### config.mk
export PLATFORM = sky130hd
export DESIGN_NAME = fpi_merge
export DESIGN_NICKNAME = d
export VERILOG_FILES = /design/src/hdl/fpi_pkg.sv /design/src/hdl/fpi_div.sv /design/src/hdl/fpi_merge.sv
export SDC_FILE = /design/constraint.sdc
export NUM_CORES = 2
export LEC_CHECK = 0
export CAP_MARGIN = 10
export CORE_ASPECT_RATIO = 0.7
export CORE_UTILIZATION = 60
export CTS_CLUSTER_SIZE = 24
export DETAILED_ROUTE_END_ITERATION = 12
export DONT_BUFFER_PORTS = 1
export GPL_TIMING_DRIVEN = 0
export PLACE_DENSITY_LB_ADDON = 0.12
export SETUP_SLACK_MARGIN = 0.1
export SLEW_MARGIN = 20
export SYNTH_ARGS = -nofsm -noshare
export SYNTH_HDL_FRONTEND = slang
export SYNTH_SLANG_ARGS = --single-unit
### constraint.sdc
create_clock -name i_clk -period 21 [get_ports i_clk]
set_input_delay 4.2 -clock i_clk [delete_from_list [all_inputs] [get_ports i_clk]]
set_output_delay 4.2 -clock i_clk [all_outputs]
set_load 0.03 [all_outputs]
### src/hdl/fpi_pkg.sv
// ============================================================================
// fpi_pkg: shared types and constants of the four-point sample interpolator
// Mode and select codes, coefficient tables, lane and divider types.
// ============================================================================
`default_nettype none

package fpi_pkg;

    localparam int FRAC_W  = 16;
    localparam int SAMP_W  = 24;
    localparam int WGT_W   = 24;
    localparam int VAL_W   = 26;
    localparam int LANES   = 4;
    localparam int IN_W    = 128;
    localparam int OUT_W   = 32;

    localparam int DIV_N_W     = 53;
    localparam int DIV_D_W     = 28;
    localparam int DIV_Q_W     = 25;
    localparam int DIV_STAGES  = 5;
    localparam int DIV_STEPS   = DIV_Q_W / DIV_STAGES;

    localparam logic [2:0] MODE_NONE   = 3'd0;
    localparam logic [2:0] MODE_ROUND  = 3'd1;
    localparam logic [2:0] MODE_LINEAR = 3'd2;
    localparam logic [2:0] MODE_KEYS   = 3'd3;
    localparam logic [2:0] MODE_BSPL   = 3'd4;
    localparam logic [2:0] MODE_OMOMS  = 3'd5;
    localparam logic [2:0] MODE_NNA    = 3'd6;

    localparam logic [14:0] LEN_RESET = 15'd256;

    localparam logic REG_MODE = 1'b0;
    localparam logic REG_LEN  = 1'b1;

    localparam logic [1:0] SEL_SIMPLE = 2'd0;
    localparam logic [1:0] SEL_POLY   = 2'd1;
    localparam logic [1:0] SEL_NNA    = 2'd2;

    localparam logic [2:0] SV_NEG1 = 3'd0;
    localparam logic [2:0] SV_ZERO = 3'd1;
    localparam logic [2:0] SV_AT   = 3'd2;
    localparam logic [2:0] SV_NEXT = 3'd3;
    localparam logic [2:0] SV_LIN  = 3'd4;

    localparam logic [1:0] LANE_BEFORE = 2'd0;
    localparam logic [1:0] LANE_AT     = 2'd1;
    localparam logic [1:0] LANE_AFTER  = 2'd2;
    localparam logic [1:0] LANE_AFTER2 = 2'd3;

    // [kind][lane][power of t]; kind 0 Keys, 1 B-spline, 2 O-MOMS
    localparam logic signed [7:0] POLY_C [4][4][4] = '{
        '{ '{8'sd0, -8'sd1, 8'sd2, -8'sd1}, '{8'sd2, 8'sd0, -8'sd5, 8'sd3},
           '{8'sd0, 8'sd1, 8'sd4, -8'sd3},  '{8'sd0, 8'sd0, -8'sd1, 8'sd1} },
        '{ '{8'sd1, -8'sd3, 8'sd3, -8'sd1}, '{8'sd4, 8'sd0, -8'sd6, 8'sd3},
           '{8'sd1, 8'sd3, 8'sd3, -8'sd3},  '{8'sd0, 8'sd0, 8'sd0, 8'sd1} },
        '{ '{8'sd8, -8'sd22, 8'sd21, -8'sd7}, '{8'sd26, 8'sd3, -8'sd42, 8'sd21},
           '{8'sd8, 8'sd18, 8'sd21, -8'sd21}, '{8'sd0, 8'sd1, 8'sd0, 8'sd7} },
        '{ '{8'sd0, 8'sd0, 8'sd0, 8'sd0}, '{8'sd0, 8'sd0, 8'sd0, 8'sd0},
           '{8'sd0, 8'sd0, 8'sd0, 8'sd0}, '{8'sd0, 8'sd0, 8'sd0, 8'sd0} }
    };
    localparam logic [6:0]  POLY_HALF [4] = '{7'd2, 7'd6, 7'd42, 7'd2};
    localparam logic [6:0]  POLY_DIV2 [4] = '{7'd4, 7'd12, 7'd84, 7'd4};
    // ceil(2^30 / POLY_DIV2)
    localparam logic [28:0] POLY_RECIP [4] =
        '{29'd268435456, 29'd89478486, 29'd12782641, 29'd268435456};

    typedef logic signed [SAMP_W-1:0] t_sample;
    typedef logic signed [VAL_W-1:0]  t_value;

    typedef struct packed {
        t_value     val;
        logic [1:0] sel;
        logic       oor;
    } t_side;

    typedef struct packed {
        logic [FRAC_W-1:0] frac;
        logic [WGT_W-1:0]  t1;
        logic [WGT_W-1:0]  t2;
        logic [WGT_W-1:0]  t3;
        logic [1:0]        kind;
    } t_lane_ctl;

    typedef struct packed {
        logic signed [50:0] poly_pp;
        logic signed [49:0] nna_pp;
        logic [24:0]        nna_w;
    } t_lane_res;

    typedef struct packed {
        logic [DIV_D_W-1:0] rem;
        logic [DIV_Q_W-1:0] low;
        logic [DIV_D_W-1:0] dvs;
        logic [DIV_Q_W-1:0] quo;
    } t_div_st;

    function automatic t_value sat_val(input logic signed [28:0] v);
        t_value res;
        if (v > 29'sd33554431) begin
            res = t_value'(26'h1FFFFFF);
        end else if (v < -29'sd33554432) begin
            res = t_value'(26'h2000000);
        end else begin
            res = v[VAL_W-1:0];
        end
        return res;
    endfunction

endpackage

`default_nettype wire

### src/hdl/fpi_div.sv
// ============================================================================
// fpi_div: pipelined restoring divider
// Unsigned quotient, several quotient bits per stage, one beat per cycle while i_en is high.
// ============================================================================
`default_nettype none

module fpi_div import fpi_pkg::*; (
    input  logic               i_clk,
    input  logic               i_en,
    input  logic [DIV_N_W-1:0] i_dividend,
    input  logic [DIV_D_W-1:0] i_divisor,
    output logic [DIV_Q_W-1:0] o_quotient
);

    t_div_st st_in;
    t_div_st r_st [DIV_STAGES];
    t_div_st n_st [DIV_STAGES];

    function automatic t_div_st div_steps(input t_div_st s);
        logic [DIV_D_W:0] trial;
        t_div_st o;
        o = s;
        for (int k = 0; k < DIV_STEPS; k++) begin
            trial = {o.rem, o.low[DIV_Q_W-1]};
            if (trial >= {1'b0, o.dvs}) begin
                o.rem = DIV_D_W'(trial - {1'b0, o.dvs});
                o.quo = {o.quo[DIV_Q_W-2:0], 1'b1};
            end else begin
                o.rem = trial[DIV_D_W-1:0];
                o.quo = {o.quo[DIV_Q_W-2:0], 1'b0};
            end
            o.low = {o.low[DIV_Q_W-2:0], 1'b0};
        end
        return o;
    endfunction

    always_comb begin
        st_in.rem = i_dividend[DIV_N_W-1:DIV_Q_W];
        st_in.low = i_dividend[DIV_Q_W-1:0];
        st_in.dvs = i_divisor;
        st_in.quo = '0;
        n_st[0] = div_steps(st_in);
        for (int k = 1; k < DIV_STAGES; k++) begin
            n_st[k] = div_steps(r_st[k-1]);
        end
    end

    always_ff @(posedge i_clk) begin
        if (i_en) begin
            r_st <= n_st;
        end
    end

    assign o_quotient = r_st[DIV_STAGES-1].quo;

endmodule

`default_nettype wire

### src/hdl/fpi_merge.sv
// ============================================================================
// fpi_merge: lane merge
// Sums the lane products, rounds the kernel result, divides the NNA sum by
// the weight sum and picks the final value.
// ============================================================================
`default_nettype none

module fpi_merge import fpi_pkg::*; (
    input  logic      i_clk,
    input  logic      i_en,
    input  t_lane_res i_res [LANES],
    input  t_side     i_side,
    output t_value    o_value
);

    logic signed [52:0] psum, r_pacc, pr;
    logic signed [51:0] nsum_acc, r_nacc;
    logic [26:0]        wsum, r_nsum;
    logic [54:0]        xn;
    logic [DIV_N_W-1:0] r_dvd;
    logic [DIV_D_W-1:0] r_dvs;
    logic [DIV_Q_W-1:0] quo;
    t_value             r_pv [6];
    t_value             nval;

    always_comb begin
        psum     = '0;
        nsum_acc = '0;
        wsum     = '0;
        for (int k = 0; k < LANES; k++) begin
            psum     = psum + 53'(i_res[k].poly_pp);
            nsum_acc = nsum_acc + 52'(i_res[k].nna_pp);
            wsum     = wsum + 27'(i_res[k].nna_w);
        end
        pr = r_pacc + 53'sd8388608;
        // offset of sum * 2^25 keeps the dividend positive
        xn = (55'(r_nacc) << 1) + 55'(r_nsum) + (55'(r_nsum) << 25);
        nval = t_value'(26'(quo) - 26'(1 << 24));
    end

    always_ff @(posedge i_clk) begin
        if (i_en) begin
            r_pacc  <= psum;
            r_nacc  <= nsum_acc;
            r_nsum  <= wsum;
            r_pv[0] <= sat_val(pr[52:24]);
            for (int k = 1; k < 6; k++) begin
                r_pv[k] <= r_pv[k-1];
            end
            r_dvd <= xn[DIV_N_W-1:0];
            r_dvs <= {r_nsum, 1'b0};
        end
    end

    fpi_div u_div (
        .i_clk      (i_clk),
        .i_en       (i_en),
        .i_dividend (r_dvd),
        .i_divisor  (r_dvs),
        .o_quotient (quo)
    );

    always_comb begin
        case (i_side.sel)
            SEL_POLY: o_value = r_pv[5];
            SEL_NNA:  o_value = nval;
            default:  o_value = i_side.val;
        endcase
    end

endmodule

`default_nettype wire

==> results.cfg <==
[cts]
cts_made_buffers = 70
cts_tree = built
clockRootBuffer = clkbuf_16
clk_pin_slew_worst_paths_ps = 80
cts_sinks = 685
clockBufferDepth = 3
cts_max_level = 3
clock_latency_ps = 680

[setup_path]
r2r_setup_slack_ps = 760
slowest_delay_ps = 800
crit_family = compound AO/OA/AOI/OAI gates
regToRegEndpoint = u_div.r_st[301]
crit_type = reg -> reg
crit_arrival_ps = 20640
r2r_cells = 75
required_ps = 21410
crit_fanout = 11
timing.rr.start = u_div.n_st[250]
crit_buf_inv = 17
cp_common_cell = buf_2
worst_setup_path_start_kind = flop
slowest_stage = o31ai_1
cp-end-kind = flop

[sta]
slew_violations = 0
rsz0062_at_grt = true
period_needed_ps = 20240
setup-violations-final = 0
hold_viol = 0
worst_pin_slew_ps = 1180
max_freq_mhz = 49.4
slew_headroom = 0.207
finalCritPeriodShare = 0.964
finClkSkew_ps = 59.5

[hold_path]
hold_start = u_div.r_st[220]
holdCritPathClass = reg -> reg
hold-path-endpoint = u_div.r_st[119]
min_path_cells = 0

[routing]
wl_per_cell_um = 23.9
first_pass_iters = 10
wirelength_mm = 227
drc = 6
drt_iter0_markers = 7120
vias = 61300
final_antenna_net_count = 0
vias_per_cell = 6.46

[synthesis]
synth_xor_area_frac = 0.0809
seq_area_frac_synth = 0.279
syn-num-nets = 9416
yosysUniqueCellTypes = 101
synthArstFlopShare = 0
ys_seq_elements = 685
synth.area.mux_share = 0.0532
synth_top_family_by_area = adder cells
postSynthAreaPerCell_sq_um = 9.57
synth_warnings = 0
synth_edf_count = 685
yosys.area_share.simple = 0.129
synth_area_sq_mm = 0.0736
synthCells = 7698
synth_compound_area_frac = 0.200
synth_fa_ha_area_frac = 0.230
synthFlopType = edfxtp_1

[grt]
grt_usage = 0.356
antenna_found_initial = 9
grt_pass1_wl_mm = 337
grt_max_degree = 686
overflow = 0
grt_pass1_vias = 56200

[placement]
port-buffer-count = 0
gp_congestion = 1.06
hpwlAfterDp_mm = 186

[finish]
synthToLayoutAreaGrowth_pct = 6.62
layout_commonest_cell = ha_1
fin_nets = 9507
final_core_util = 0.645
drive_above_1_share = 0.0743
layout_common_cells = ha_1, a21oi_1, edfxtp_1

[outcome]
status = complete, but fails checks
violations = DRC

[die]
core_sq_mm = 0.122
initial_utilization = 0.605
io_pins = 561
dieArea_sq_mm = 0.124
dieHeight_um = 295
die_x_um = 421
num_rows = 107

[job]
drv_cap = 0
logic make-up (layout without fill, tap and decap cells):
family / after synthesis / count (layout)
compound gates: 2317 / 2317
simple gates: 1947 / 1947
fa+ha+maj: 1183 / 1183
flops: 685 / 685
xor+xnor: 680 / 680
buf+inv: 539 / 685
mux: 347 / 347
other cells: 0 / 4
sequential cells by signal (all words and copies together), names as in the netlist:
name / cells
u_div.r_st: 182
r_pacc: 30
r_dvs: 26
r_dvd: 53
u_div.n_st: 134
u_div.o_quotient: 25
r_pv: 156
r_nacc: 52
r_nsum: 27
through the flow:
step	cell area [sq um]	hold WS, ps	std cells	TNS (ps)	setup WS (ps)
floorplan	73600	400	7698	0	4740
global placement	75700	401	9333	-28580	-1200
detailed placement	75700	405	9333	-33980	-1390
CTS	78100	392	9463	0	132
global route	78500	403	9479	0	21.3
finish	78500	394	9483	0	765
cell usage after synthesis, types with 131 or more instances:
library cell / n / area share
nand3_1: 159 / 0.011
o21ai_0: 497 / 0.034
nor2_1: 552 / 0.028
xor2_1: 222 / 0.026
xnor2_1: 458 / 0.054
o21a_1: 131 / 0.013
mux2_2: 268 / 0.041
a21oi_1: 714 / 0.049
inv_1: 400 / 0.020
a21o_1: 340 / 0.035
ha_1: 903 / 0.15
nand2_1: 470 / 0.024
edfxtp_1: 685 / 0.28
fa_1: 280 / 0.076
cell type report:
class,instances,area [sq um]
Clock buffer,79,1790
Sequential cell,685,20600
Timing Repair Buffer,19,248
Buffer,129,568
Inverter,410,1570
Clock inverter,48,621
Tap cell,1635,2050
Multi-Input combinational cell,6474,51100
Antenna cell,4,10.0
Fill cell,10000,43200
worst max-delay path by stage:
stage                     slack [ps]         endpoint            start  cells past startpoint
after global routing              20  u_div.r_st[303]  u_div.n_st[250]                     75
after CTS                        130  u_div.r_st[315]  u_div.n_st[243]                     70
final                            760  u_div.r_st[301]  u_div.n_st[250]                     75
after global placement         -1200  u_div.r_st[315]  u_div.n_st[239]                     70
after detailed placement       -1390  u_div.r_st[315]  u_div.n_st[239]                     70
after floorplan                 4740  u_div.r_st[310]  u_div.n_st[280]                     71
metal layers:
| layer | up-vias | share of wire | GRT usage |
|---|---|---|---|
| met5 | - | 0.00022 | 0 |
| met4 | 8 | 0.023 | 0.0804 |
| met3 | 276 | 0.12 | 0.0994 |
| met2 | 2895 | 0.40 | 0.495 |
| met1 | 29300 | 0.46 | 0.542 |
| li1 | 28800 | - | - |
what timing repair did:
action                                  CTS  global route
pin swaps                                 0             1
setup buffers                             3            12
resized for setup                        11            65
hold buffers                              0             0
endpoints found under the setup margin   28           113
Power is not shown: default switching activity piles up to over one toggle a cycle in this logic, so the estimate is an artifact.
